[src/sqlun_pkg.sv]
// shared types, byte codes and classification functions for the sql space normalizer
package sqlun_pkg;

  localparam int MAX_TAG_LEN_DEF = 32;
  localparam int RES_SLOTS = 3;

  localparam logic [7:0] CH_SPACE  = 8'h20;
  localparam logic [7:0] CH_DQUOTE = 8'h22;
  localparam logic [7:0] CH_SQUOTE = 8'h27;
  localparam logic [7:0] CH_DOLLAR = 8'h24;
  localparam logic [7:0] CH_DASH   = 8'h2D;
  localparam logic [7:0] CH_LF     = 8'h0A;
  localparam logic [7:0] CH_CR     = 8'h0D;
  localparam logic [7:0] CH_UNDER  = 8'h5F;

  localparam logic [7:0] U_C2 = 8'hC2;
  localparam logic [7:0] U_A0 = 8'hA0;
  localparam logic [7:0] U_E2 = 8'hE2;
  localparam logic [7:0] U_80 = 8'h80;
  localparam logic [7:0] U_8B = 8'h8B;
  localparam logic [7:0] U_AF = 8'hAF;
  localparam logic [7:0] U_81 = 8'h81;
  localparam logic [7:0] U_9F = 8'h9F;
  localparam logic [7:0] U_E3 = 8'hE3;
  localparam logic [7:0] U_EF = 8'hEF;
  localparam logic [7:0] U_BB = 8'hBB;
  localparam logic [7:0] U_BF = 8'hBF;

  typedef enum logic [2:0] {
    MODE_REGULAR = 3'd0,
    MODE_QUOTE   = 3'd1,
    MODE_TAG     = 3'd2,
    MODE_DOLLAR  = 3'd3,
    MODE_COMMENT = 3'd4
  } scan_mode_t;

  typedef struct packed {
    logic [7:0] data;
    logic       last;
    logic       repl;
  } res_t;

  function automatic logic tag_first_ok(input logic [7:0] c);
    return (c >= 8'h41 && c <= 8'h5A) || (c >= 8'h61 && c <= 8'h7A) ||
           c == CH_UNDER || c >= 8'h80;
  endfunction

  function automatic logic tag_next_ok(input logic [7:0] c);
    return tag_first_ok(c) || (c >= 8'h30 && c <= 8'h39);
  endfunction

  function automatic logic is_space3(input logic [7:0] a, input logic [7:0] b,
                                     input logic [7:0] c);
    return (a == U_E2 && b == U_80 && ((c >= U_80 && c <= U_8B) || c == U_AF)) ||
           (a == U_E2 && b == U_81 && (c == U_9F || c == U_A0)) ||
           (a == U_E3 && b == U_80 && c == U_80) ||
           (a == U_EF && b == U_BB && c == U_BF);
  endfunction

endpackage

[src/sqlun_scan.sv]
// lookahead window, context tracking, dollar tag store and per-beat result build
module sqlun_scan
  import sqlun_pkg::*;
#(
  parameter int MAX_TAG_LEN = MAX_TAG_LEN_DEF
) (
  input  logic                     clk,
  input  logic                     rst_n,
  input  logic                     fire,
  input  logic [7:0]               data_byte,
  input  logic                     last_byte,
  output logic [1:0]               res_cnt,
  output res_t [RES_SLOTS-1:0]     res
);

  localparam int LW = $clog2(MAX_TAG_LEN + 1);
  localparam int MW = $clog2(MAX_TAG_LEN + 2);
  localparam int AW = (MAX_TAG_LEN > 1) ? $clog2(MAX_TAG_LEN) : 1;

  scan_mode_t mode_r, mode_nxt;
  logic [7:0] held_r [2];
  logic [7:0] held_nxt [2];
  logic [1:0] held_cnt_r, held_cnt_nxt;
  logic [7:0] quote_r, quote_nxt;
  logic [LW-1:0] tag_len_r, tag_len_nxt;
  logic [MW-1:0] match_r, match_nxt;
  logic replaced_r, replaced_nxt;

  logic [7:0] tag_mem [MAX_TAG_LEN];
  logic [7:0] tag_rd_r;
  logic [MW-1:0] rd_src;
  logic [MW-1:0] rd_dec;
  logic       mem_we;

  logic       proc;
  logic       do_regular;
  logic       tag_ok;
  logic [7:0] b, w1, w2;
  logic [7:0] emit;
  logic [1:0] used;
  logic [7:0] rem0, rem1;
  logic [1:0] rem_cnt;
  logic [MW-1:0] len_ext;

  assign b       = held_r[0];
  assign w1      = held_r[1];
  assign w2      = data_byte;
  assign proc    = (held_cnt_r == 2'd2);
  assign len_ext = MW'(tag_len_r);
  assign tag_ok  = tag_next_ok(b) && (tag_len_r < LW'(MAX_TAG_LEN));

  always_comb begin
    mode_nxt     = mode_r;
    quote_nxt    = quote_r;
    tag_len_nxt  = tag_len_r;
    match_nxt    = match_r;
    replaced_nxt = replaced_r;
    held_nxt     = held_r;
    held_cnt_nxt = held_cnt_r;
    mem_we       = 1'b0;
    emit         = b;
    used         = 2'd1;
    do_regular   = (mode_r == MODE_REGULAR) ||
                   (mode_r == MODE_TAG && b != CH_DOLLAR && !tag_ok);
    res          = '0;
    res_cnt      = 2'd0;
    rem0         = data_byte;
    rem1         = data_byte;
    rem_cnt      = 2'd0;

    if (proc) begin
      if (do_regular) begin
        mode_nxt = MODE_REGULAR;
        if (b == U_C2 && w1 == U_A0) begin
          replaced_nxt = 1'b1;
          emit         = CH_SPACE;
          used         = 2'd2;
        end else if (is_space3(b, w1, w2)) begin
          replaced_nxt = 1'b1;
          emit         = CH_SPACE;
          used         = 2'd3;
        end else if (b == CH_DQUOTE || b == CH_SQUOTE) begin
          quote_nxt = b;
          mode_nxt  = MODE_QUOTE;
        end else if (b == CH_DOLLAR && (w1 == CH_DOLLAR || tag_first_ok(w1))) begin
          mode_nxt    = MODE_TAG;
          tag_len_nxt = '0;
        end else if (b == CH_DASH && w1 == CH_DASH) begin
          mode_nxt = MODE_COMMENT;
        end
      end else begin
        unique case (mode_r)
          MODE_QUOTE: begin
            if (b == quote_r) mode_nxt = MODE_REGULAR;
          end
          MODE_TAG: begin
            if (b == CH_DOLLAR) begin
              mode_nxt  = MODE_DOLLAR;
              match_nxt = MW'(1);
            end else begin
              mem_we      = 1'b1;
              tag_len_nxt = tag_len_r + LW'(1);
            end
          end
          MODE_DOLLAR: begin
            if (match_r != '0 && match_r <= len_ext) begin
              if (b == tag_rd_r) match_nxt = match_r + MW'(1);
              else match_nxt = (b == CH_DOLLAR) ? MW'(1) : '0;
            end else if (match_r == len_ext + MW'(1)) begin
              match_nxt = '0;
              if (b == CH_DOLLAR) mode_nxt = MODE_REGULAR;
            end else begin
              match_nxt = (b == CH_DOLLAR) ? MW'(1) : '0;
            end
          end
          default: begin
            if (b == CH_LF || b == CH_CR) mode_nxt = MODE_REGULAR;
          end
        endcase
      end
      unique case (used)
        2'd1: begin
          rem0    = w1;
          rem1    = w2;
          rem_cnt = 2'd2;
        end
        2'd2: begin
          rem0    = w2;
          rem_cnt = 2'd1;
        end
        default: rem_cnt = 2'd0;
      endcase
      res[0].data = emit;
      res[1].data = rem0;
      res[2].data = rem1;
    end else begin
      if (held_cnt_r == 2'd1) begin
        rem0    = held_r[0];
        rem1    = data_byte;
        rem_cnt = 2'd2;
      end else begin
        rem0    = data_byte;
        rem_cnt = 2'd1;
      end
      res[0].data = rem0;
      res[1].data = rem1;
      res[2].data = rem1;
    end

    if (last_byte) begin
      res_cnt = 2'(proc) + rem_cnt;
      unique case (res_cnt)
        2'd1: begin
          res[0].last = 1'b1;
          res[0].repl = replaced_nxt;
        end
        2'd2: begin
          res[1].last = 1'b1;
          res[1].repl = replaced_nxt;
        end
        default: begin
          res[2].last = 1'b1;
          res[2].repl = replaced_nxt;
        end
      endcase
      mode_nxt     = MODE_REGULAR;
      quote_nxt    = '0;
      tag_len_nxt  = '0;
      match_nxt    = '0;
      replaced_nxt = 1'b0;
      held_cnt_nxt = 2'd0;
    end else begin
      res_cnt      = 2'(proc);
      held_cnt_nxt = rem_cnt;
      held_nxt[0]  = rem0;
      held_nxt[1]  = rem1;
    end
  end

  assign rd_src = fire ? match_nxt : match_r;
  assign rd_dec = rd_src - MW'(1);

  always_ff @(posedge clk) begin
    if (fire && mem_we) tag_mem[tag_len_r[AW-1:0]] <= b;
    tag_rd_r <= tag_mem[rd_dec[AW-1:0]];
  end

  always_ff @(posedge clk) begin
    if (!rst_n) begin
      mode_r     <= MODE_REGULAR;
      held_cnt_r <= 2'd0;
      quote_r    <= '0;
      tag_len_r  <= '0;
      match_r    <= '0;
      replaced_r <= 1'b0;
    end else if (fire) begin
      mode_r     <= mode_nxt;
      held_cnt_r <= held_cnt_nxt;
      quote_r    <= quote_nxt;
      tag_len_r  <= tag_len_nxt;
      match_r    <= match_nxt;
      replaced_r <= replaced_nxt;
    end
  end

  always_ff @(posedge clk) begin
    if (fire) begin
      held_r[0] <= held_nxt[0];
      held_r[1] <= held_nxt[1];
    end
  end

  a_held_cnt_range: assert property (@(posedge clk) disable iff (!rst_n)
    held_cnt_r != 2'd3)
    else $error("held byte count out of range");

  a_last_clears: assert property (@(posedge clk) disable iff (!rst_n)
    fire && last_byte |=> held_cnt_r == 2'd0 && mode_r == MODE_REGULAR && !replaced_r)
    else $error("state not cleared after final beat");

  a_tag_len_bound: assert property (@(posedge clk) disable iff (!rst_n)
    tag_len_r <= LW'(MAX_TAG_LEN))
    else $error("tag length beyond limit");

  a_match_bound: assert property (@(posedge clk) disable iff (!rst_n)
    mode_r == MODE_DOLLAR |-> match_r <= len_ext + MW'(1))
    else $error("tag match count beyond closing delimiter");

endmodule

[src/sqlun_outbuf.sv]
// result register holding up to three beats from one input byte, drained one per cycle while out_ready is high
module sqlun_outbuf
  import sqlun_pkg::*;
(
  input  logic                 clk,
  input  logic                 rst_n,
  input  logic                 load,
  input  logic [1:0]           load_cnt,
  input  res_t [RES_SLOTS-1:0] load_res,
  output logic                 can_load,
  output logic                 out_valid,
  input  logic                 out_ready,
  output logic [7:0]           out_byte,
  output logic                 out_last,
  output logic                 out_any_replaced
);

  res_t [RES_SLOTS-1:0] slot_r;
  logic [1:0]           cnt_r;
  logic                 pop;

  assign out_valid        = (cnt_r != 2'd0);
  assign pop              = out_valid && out_ready;
  assign can_load         = (cnt_r == 2'd0) || (cnt_r == 2'd1 && out_ready);
  assign out_byte         = slot_r[0].data;
  assign out_last         = slot_r[0].last;
  assign out_any_replaced = slot_r[0].repl;

  always_ff @(posedge clk) begin
    if (!rst_n) begin
      cnt_r <= 2'd0;
    end else if (load) begin
      cnt_r <= load_cnt;
    end else if (pop) begin
      cnt_r <= cnt_r - 2'd1;
    end
  end

  always_ff @(posedge clk) begin
    if (load) begin
      slot_r <= load_res;
    end else if (pop) begin
      slot_r[0] <= slot_r[1];
      slot_r[1] <= slot_r[2];
    end
  end

  a_no_overwrite: assert property (@(posedge clk) disable iff (!rst_n)
    load && cnt_r != 2'd0 |-> pop && cnt_r == 2'd1)
    else $error("result beats overwritten before delivery");

  a_last_final: assert property (@(posedge clk) disable iff (!rst_n)
    out_valid && out_last |-> cnt_r == 2'd1)
    else $error("final beat not at tail of buffer");

  a_repl_only_last: assert property (@(posedge clk) disable iff (!rst_n)
    out_valid && out_any_replaced |-> out_last)
    else $error("replaced flag on a non-final beat");

endmodule

[src/sql_unicode_space_normalizer.sv]
// Streams SQL text one UTF-8 byte per beat and replaces Unicode space sequences outside
// quotes, dollar quotes and line comments with a single ASCII space. A byte is decided once
// two bytes after it are in hand, so output trails input by up to two bytes; the beat
// marked last flushes the held bytes and carries the replaced flag. Throughput is one input
// byte per cycle while out_ready holds: each byte is registered, decided by one window
// compare and one tag store read, and its results land in a three-slot output register. A
// final byte that yields two or three result beats holds the input while the slots drain.
module sql_unicode_space_normalizer
  import sqlun_pkg::*;
#(
  parameter int MAX_TAG_LEN = MAX_TAG_LEN_DEF
) (
  input  logic       clk,
  input  logic       rst_n,
  input  logic       in_valid,
  output logic       in_ready,
  input  logic [7:0] in_data_byte,
  input  logic       in_last_byte,
  output logic       out_valid,
  input  logic       out_ready,
  output logic [7:0] out_byte,
  output logic       out_last,
  output logic       out_any_replaced
);

  logic       in_v_r;
  logic [7:0] in_data_r;
  logic       in_last_r;
  logic       can_load;
  logic       fire;
  logic [1:0] res_cnt;
  res_t [RES_SLOTS-1:0] res;

  assign fire     = in_v_r && can_load;
  assign in_ready = !in_v_r || fire;

  always_ff @(posedge clk) begin
    if (!rst_n) begin
      in_v_r <= 1'b0;
    end else if (in_ready) begin
      in_v_r <= in_valid;
    end
  end

  always_ff @(posedge clk) begin
    if (in_valid && in_ready) begin
      in_data_r <= in_data_byte;
      in_last_r <= in_last_byte;
    end
  end

  sqlun_scan #(
    .MAX_TAG_LEN(MAX_TAG_LEN)
  ) u_scan (
    .clk       (clk),
    .rst_n     (rst_n),
    .fire      (fire),
    .data_byte (in_data_r),
    .last_byte (in_last_r),
    .res_cnt   (res_cnt),
    .res       (res)
  );

  sqlun_outbuf u_outbuf (
    .clk              (clk),
    .rst_n            (rst_n),
    .load             (fire),
    .load_cnt         (res_cnt),
    .load_res         (res),
    .can_load         (can_load),
    .out_valid        (out_valid),
    .out_ready        (out_ready),
    .out_byte         (out_byte),
    .out_last         (out_last),
    .out_any_replaced (out_any_replaced)
  );

endmodule
[config.mk]
export PLATFORM = sky130hd
export DESIGN_NAME = sql_unicode_space_normalizer
export DESIGN_NICKNAME = d
export VERILOG_FILES = /design/src/sqlun_pkg.sv /design/src/sqlun_scan.sv /design/src/sqlun_outbuf.sv /design/src/sql_unicode_space_normalizer.sv
export SDC_FILE = /design/constraint.sdc
export NUM_CORES = 1
export LEC_CHECK = 0
export BUFFER_PORTS_ARGS = -buffer_cell sky130_fd_sc_hd__buf_4
export CAP_MARGIN = 20
export CELL_PAD_IN_SITES_DETAIL_PLACEMENT = 0
export CELL_PAD_IN_SITES_GLOBAL_PLACEMENT = 2
export CORE_AREA = 4 4 188 190
export DETAILED_ROUTE_END_ITERATION = 10
export DIE_AREA = 0 0 192 194
export GPL_ROUTABILITY_DRIVEN = 0
export GPL_TIMING_DRIVEN = 0
export PLACE_DENSITY = 0.93
export SLEW_MARGIN = 20
export SYNTH_ARGS = -nofsm -noshare
export SYNTH_HDL_FRONTEND = slang
export SYNTH_SLANG_ARGS = --single-unit
[constraint.sdc]
create_clock -name clk -period 11 [get_ports clk]
set_clock_uncertainty 0.05 [all_clocks]
set_input_delay 1.1 -clock clk [delete_from_list [all_inputs] [get_ports clk]]
set_output_delay 1.1 -clock clk [all_outputs]
set_load 0.02 [all_outputs]
==> results of run 1 <==
[area by class of cell]
cell class              instances  share of cell area, %
inverters                      23                 0.4860
multi-input cells             895                  28.16
well taps                     448                  3.156
flip-flops and latches        348                  56.74
repair buffers                 34                  1.902
clock buffers                  45                  5.501
plain buffers                 100                  2.775
clock inverters                22                  1.275
[worst max-delay path by stage]
stage / startpoint / to / slack (ps) / cells past startpoint
after floorplan: u_scan.b[5] / u_scan.tag_rd_r[0] / 6640 / 19
after global placement: u_scan.b[0] / u_scan.tag_rd_r[3] / 4900 / 21
after detailed placement: u_scan.b[6] / u_scan.tag_rd_r[4] / 5380 / 19
after CTS: u_scan.b[6] / u_scan.tag_rd_r[4] / 5360 / 19
after global routing: u_scan.b[6] / u_scan.tag_rd_r[4] / 5040 / 20
final: u_scan.b[6] / u_scan.tag_rd_r[4] / 5250 / 19
[registers in the layout, indices dropped and copies added, names as in the netlist]
register	cells
u_scan.b	8
in_last_r	1
u_scan.match_r	6
u_outbuf.out_byte	8
u_outbuf.out_any_replaced	1
u_scan.quote_r	8
u_outbuf.slot_r	20
in_data_r	8
u_scan.tag_mem	256
u_scan.w1	8
u_outbuf.out_last	1
u_outbuf.cnt_r	2
u_scan.tag_rd_r	8
in_v_r	1
u_scan.len_ext	6
u_scan.held_cnt_r	2
u_scan.replaced_r	1
u_scan.mode_r	3
[synthesized netlist by cell type, types with 3 or more instances]
cell	number	share of area, %
a21boi_0	5	0.24
a21o_1	5	0.24
a21oi_1	29	0.93
a22o_1	3	0.17
a31oi_1	9	0.36
and2_1	12	0.48
and3_1	7	0.28
buf_1	3	0.072
buf_2	31	0.99
buf_4	15	0.72
buf_6	3	0.22
clkbuf_1	48	1.2
dfxtp_1	37	4.7
edfxtp_1	311	60
ha_1	17	1.4
inv_1	20	0.48
mux2_2	7	0.50
mux2i_1	23	1.5
nand2_1	206	4.9
nand2_2	3	0.12
nand2b_1	7	0.28
nand3_1	219	7.0
nand4_1	40	1.6
nand4b_1	4	0.22
nor2_1	64	1.5
nor2b_1	12	0.48
nor3_1	11	0.35
nor4_1	8	0.32
o211ai_1	4	0.19
o21ai_0	93	3.0
o21ai_1	7	0.22
o221ai_1	8	0.45
o22a_1	8	0.45
o22ai_1	3	0.12
o31ai_1	4	0.19
or3_1	5	0.20
or4_1	4	0.19
xnor2_1	23	1.3
xor2_1	6	0.34
[worst max-delay path, stage by stage, from the launching register on]
cell	delay, ps
edfxtp_1	820
buf_2	390
or4b_4	540
and4bb_4	380
nand3_1	90
o31a_1	330
and3_4	200
buf_6	150
nor2_4	130
inv_2	80
buf_6	150
buf_2	200
ha_1	250
xor2_1	180
nor2_1	300
clkbuf_1	530
nand3_1	280
nand4_1	210
o22a_1	210
o221ai_1	130
[stage by stage]
| step | cells | util, % | cell area, µm² |
|---|---|---|---|
| 6_report | 1915 | 53.11 | 17760 |
| 3_3_place_gp | 1837 | 49.01 | 16390 |
| 4_1_cts | 1915 | 53.11 | 17760 |
| 2_1_floorplan | 1366 | - | 15660 |
| 3_5_place_dp | 1848 | 49.51 | 16560 |
| 5_1_grt | 1915 | 53.11 | 17760 |
[layer usage]
metal | part of all wire (%) | GRT usage (%) | wire length (µm)
met2 | 49 | 35.35 | 19950
met4 | 2.3 | 5.784 | 918
met3 | 5.2 | 2.827 | 2109
met1 | 44 | 31.04 | 17770
met5 | 0 | 0 | 0
[placed cells by master (no fill, tap or decap), drive strengths merged, types with 3 or more instances in the layout]
master	synthesis	routed
a21boi	7	7
a21o	5	5
a21oi	30	30
a22o	3	3
a31oi	10	10
and2	12	12
and3	8	8
and4	3	3
buf	52	86
bufinv	0	4
clkbuf	48	93
clkinv	1	14
clkinvlp	0	3
dfxtp	37	37
edfxtp	311	311
ha	17	17
inv	22	24
mux2	7	7
mux2i	23	23
nand2	209	209
nand2b	7	7
nand3	219	219
nand4	40	40
nand4b	4	4
nor2	66	66
nor2b	12	12
nor3	11	11
nor4	8	8
o211ai	4	4
o21ai	102	102
o221ai	8	8
o22a	8	8
o22ai	3	3
o31ai	4	4
or3	5	5
or4	4	4
xnor2	24	24
xor2	6	6
[kinds of logic (layout without fill, tap and decap cells)]
kind of cell,after synthesis,after routing,share of synthesized area [%]
xor+xnor,30,30,1.726
simple gates,616,616,18.83
mux,30,30,1.974
flops,348,348,64.37
fa+ha+maj,17,17,1.358
buf+inv,123,224,3.700
compound gates,202,202,8.047
[power by group through the flow]
| stage | sequential, mW | clock [mW] | combinational [mW] |
|---|---|---|---|
| floorplan | 1.54 | 0 | 0.120 |
| CTS | 1.52 | 1.25 | 0.206 |
| global route | 1.52 | 1.31 | 0.225 |
| global placement | 1.56 | 0 | 0.178 |
| finish | 1.52 | 1.24 | 0.203 |
| detailed placement | 1.55 | 0 | 0.204 |
==> results.txt, run 1 <==
Status: complete, no violations
Layout area overhead: 13.44%
Switching fraction of total power: 22.39%
Worst Hold End: u_scan.quote_r[5]
Ys Warns: 0
Clk Latency, worst-skew pair: 530 ps
RSZ-0062 raised after global routing: no
Pre-CTS WS: 5375 ps
Setup TNS: 0 ps
Input/output buffers: 23
Asr flop ratio synth: 0%
Clock-pin slew on the worst setup and hold paths: 60 ps
Footprint of the multi-input gates: 0.005002 mm²
Sequential share of power: 51.3%
Syn avg cell area: 11.46 µm²
Row count: 67
Hold path depth: 2
FF-to-FF End: u_scan.tag_rd_r[4]
FF+latch count, synth: 348
# setup viols final: 0
Crit. End Element: flip-flop
CTS tree: built
Least-Margin Pin Slew: 1094 ps
Post-synth EDFFs: 311
Library cells used by synthesis: 71
Total Power: 2.959 mW
Ports: 25
Fin nets: 1470
Via/cell ratio: 5.798
Routed Antenna Nets: 0
Reg2Reg Launch Point: u_scan.b[6]
Slew margin rel.: 27.09%
Drt total wl: 40750 µm
Die Wd: 192 µm
Die Area: 0.03725 mm²
Post-cts sizing count: 0
Initial Util: 46.81%
Register area: 0.01008 mm²
Clock network power share: 41.8%
Syn Inst Count: 1366
Setup ws final: 5250 ps
WP data required: 11340 ps
Gr ovfl total: 0
# hold bufs at CTS: 0
P_sw: 0.6626 mW
Pre-antenna DRT Iters: 5
Hold Path Origin: u_scan.quote_r[5]
Via count: 11.10k
Number of setup buffers added after CTS: 0
H-tree levels: 2
Antenna violations before repair: 0
Fmax: 173.9 MHz
Detailed placer's ending HPWL: 28520 µm
Wire length per cell: 21.28 µm
CTS root buffer: clkbuf_16
First-pass GRT wire length: 63220 µm
R2r setup slk: 5250 ps
Power per standard cell area: 166.6 mW/mm²
FF-to-FF path depth: 19
Pins Over Slew Limit: 0
Setup crit start kind: flip-flop
Clock Sinks: 348
Final hold viol count: 0
Hold Crit Class: reg2reg
Internal: 2.297 mW
Largest net degree at the start of global routing: 34
Vias in the first global route: 10.70k
Tot GR Track Use: 21.74%
Clk buf depth: 3
Hold Worst Slack: 427.1 ps
Diodes inserted: 0
Fin crit share: 52.27%
LEAKAGE: 5.932 nW
Worst VDD drop: 141.7 µV
CP max FO: 33
Max-cap violation count: 0
Cts bufs inserted: 38
WS Path Type: reg2reg
CP arrival: 6090 ps
Mapped Nets: 1396
Initial drt markers: 931
Synthesized area: 0.01566 mm²
DRC: 0
Fillers: 2878
Comb power frac: 6.9%
Die Ht: 194 µm
Core area: 0.03345 mm²
Shortest period the worst path allows: 5750 ps
Seq/Total Area, Yosys: 64.37%
Ys flop type: edfxtp_1
Share of cells above drive strength 1: 11.04%
Note: power is estimated with default switching activity, not from simulation.
==> run 2, diff against run 1 <==
- CORE_AREA: 4 4 188 190 -> 4 4 196 198
- DIE_AREA: 0 0 192 194 -> 0 0 200 202
- PLACE_DENSITY: 0.93 -> 0.87
- clock period: 11 -> 5.7 ns (I/O delays scaled with it)
==> results.txt, run 2 (synthesis results as in run 1) <==
Crit. End Element: flip-flop
Power per standard cell area: 324.3 mW/mm²
First-pass GRT wire length: 65410 µm
CP cell instances: buf_2 > or4b_4 > and4bb_4 > nand3_1 > o31a_1 > and3_4 > buf_6 > nor2_4 > inv_2 > buf_6 > buf_2 > ha_1 > xnor2_1 > and2_1 > clkbuf_1 > buf_2 > nand3_1 > nand4_1 > o22a_1 > o221ai_1
Clk Latency, worst-skew pair: 550 ps
Layout Cells excl Fill: 1941
Die Wd: 200 µm
CP max FO: 18
Max reg flops: 256
RSZ-0062 raised after global routing: no
Slew margin rel.: 31.89%
Via/cell ratio: 5.707
Antenna violations before repair: 0
Row count: 70
Routed Antenna Nets: 0
Max-cap violation count: 0
Clk buf depth: 3
Clock Sinks: 348
Cts bufs inserted: 37
Fin crit share: 94.82%
Placed cells: 1867
WP data required: 6060 ps
Setup ws final: 295.5 ps
Pre-antenna DRT Iters: 7
Input/output buffers: 23
Shortest period the worst path allows: 5405 ps
Hold Crit Class: in2reg
Pre-CTS WS: -34.44 ps
Wire length per cell: 21.84 µm
Fmax: 185.0 MHz
Least-Margin Pin Slew: 1006 ps
Initial drt markers: 1075
Setup crit start kind: flip-flop
Final hold viol count: 0
Crit path top cell by count: buf_2
Drt total wl: 42390 µm
Tot GR Track Use: 20.82%
H-tree levels: 2
WS Path Type: reg2reg
Vias in the first global route: 11.00k
# hold bufs at CTS: 0
Status: complete, no violations
Finished Cell Area: 0.01788 mm²
Detailed placer's ending HPWL: 29390 µm
Layout area overhead: 14.16%
Gr ovfl total: 0
LEAKAGE: 5.991 nW
Critical Path Max Stage Delay: 660 ps
Diodes inserted: 0
Critical-path cell with the highest stage delay: edfxtp_1
DP Area: 0.01657 mm²
Die Ht: 202 µm
Ports: 25
Most frequent cells in the layout: edfxtp_1, nand3_1, nand2_1
Largest net degree at the start of global routing: 25
Setup TNS: 0 ps
Initial Util: 42.87%
Die Area: 0.04040 mm²
Core area: 0.03652 mm²
# setup viols final: 0
Pins Over Slew Limit: 0
Via count: 11.08k
CTS root buffer: clkbuf_16
Worst VDD drop: 305.0 µV
Fin nets: 1474
Commonest non-fill, non-tap cell in the layout: edfxtp_1
CTS tree: built
DRC: 0
Clock-pin slew on the worst setup and hold paths: 60 ps
Share of cells above drive strength 1: 11.81%
CP arrival: 5770 ps
==> run 2: changes by cell type in the layout (fill, tap and decap cells not counted), moves of 2 or more <==
cell / change
clkbuf_1: -4
buf_4: +5
clkinvlp_4: -2
clkbuf_8: +5
clkbuf_2: +2
==> run 2: stage by stage <==
step	utilization (%)	total power, mW	hold WS, ps
floorplan	-	3.208	396.3
global placement	44.95	3.360	415.2
detailed placement	45.38	3.380	422.4
CTS	48.84	5.846	132.7
global route	48.94	5.990	139.0
finish	48.94	5.797	154.5
==> run 2: worst paths after layout <==
kind / endpoint / startpoint / slack (ps) / cells after the start
max: u_scan.tag_rd_r[3] / u_scan.b[6] / 300 / 20
min: in_last_r / in_last_byte / 150 / 1
max reg2reg: u_scan.tag_rd_r[3] / u_scan.b[6] / 300 / 20
min reg2reg: u_scan.quote_r[2] / u_scan.quote_r[2] / 430 / 2
==> run 2: final cells by class <==
| cell class | instances | area (µm²) |
|---|---|---|
| fillers | 3247 | 18650 |
| plain buffers | 100 | 495.5 |
| clock buffers | 47 | 1013 |
| multi-input cells | 895 | 5015 |
| repair buffers | 39 | 371.6 |
| well taps | 468 | 585.6 |
| flip-flops and latches | 348 | 10080 |
| clock inverters | 21 | 229.0 |
| inverters | 23 | 86.33 |
==> run 2: layer usage <==
metal | GRT usage [%] | vias to the layer above | routed length [µm]
li1 | - | 5208 | -
met1 | 29.60 | 5467 | 19000
met2 | 33.30 | 312 | 20100
met3 | 3.067 | 90 | 2042
met4 | 6.162 | 0 | 1255
met5 | 0 | - | 0
==> run 2: repair_timing <==
item / 4_1_cts / 5_1_grt
gates resized for setup: 0 / 5
endpoints found under the setup margin: 2 / 8
buffers inserted: 2 / 4
==> run 2: power breakdown <==
| group | switching (mW) | internal (mW) |
|---|---|---|
| combinational | 0.260 | 0.147 |
| sequential | 0.0455 | 2.88 |
| clock | 1.02 | 1.45 |
==> run 2: worst max-delay path: cells and delay by family, from the launching register on <==
family | cells | cell delay, ps
flops | 1 | 660
fa+ha+maj | 1 | 250
simple gates | 8 | 1810
compound gates | 3 | 720
xor+xnor | 1 | 200
buf+inv | 7 | 1560
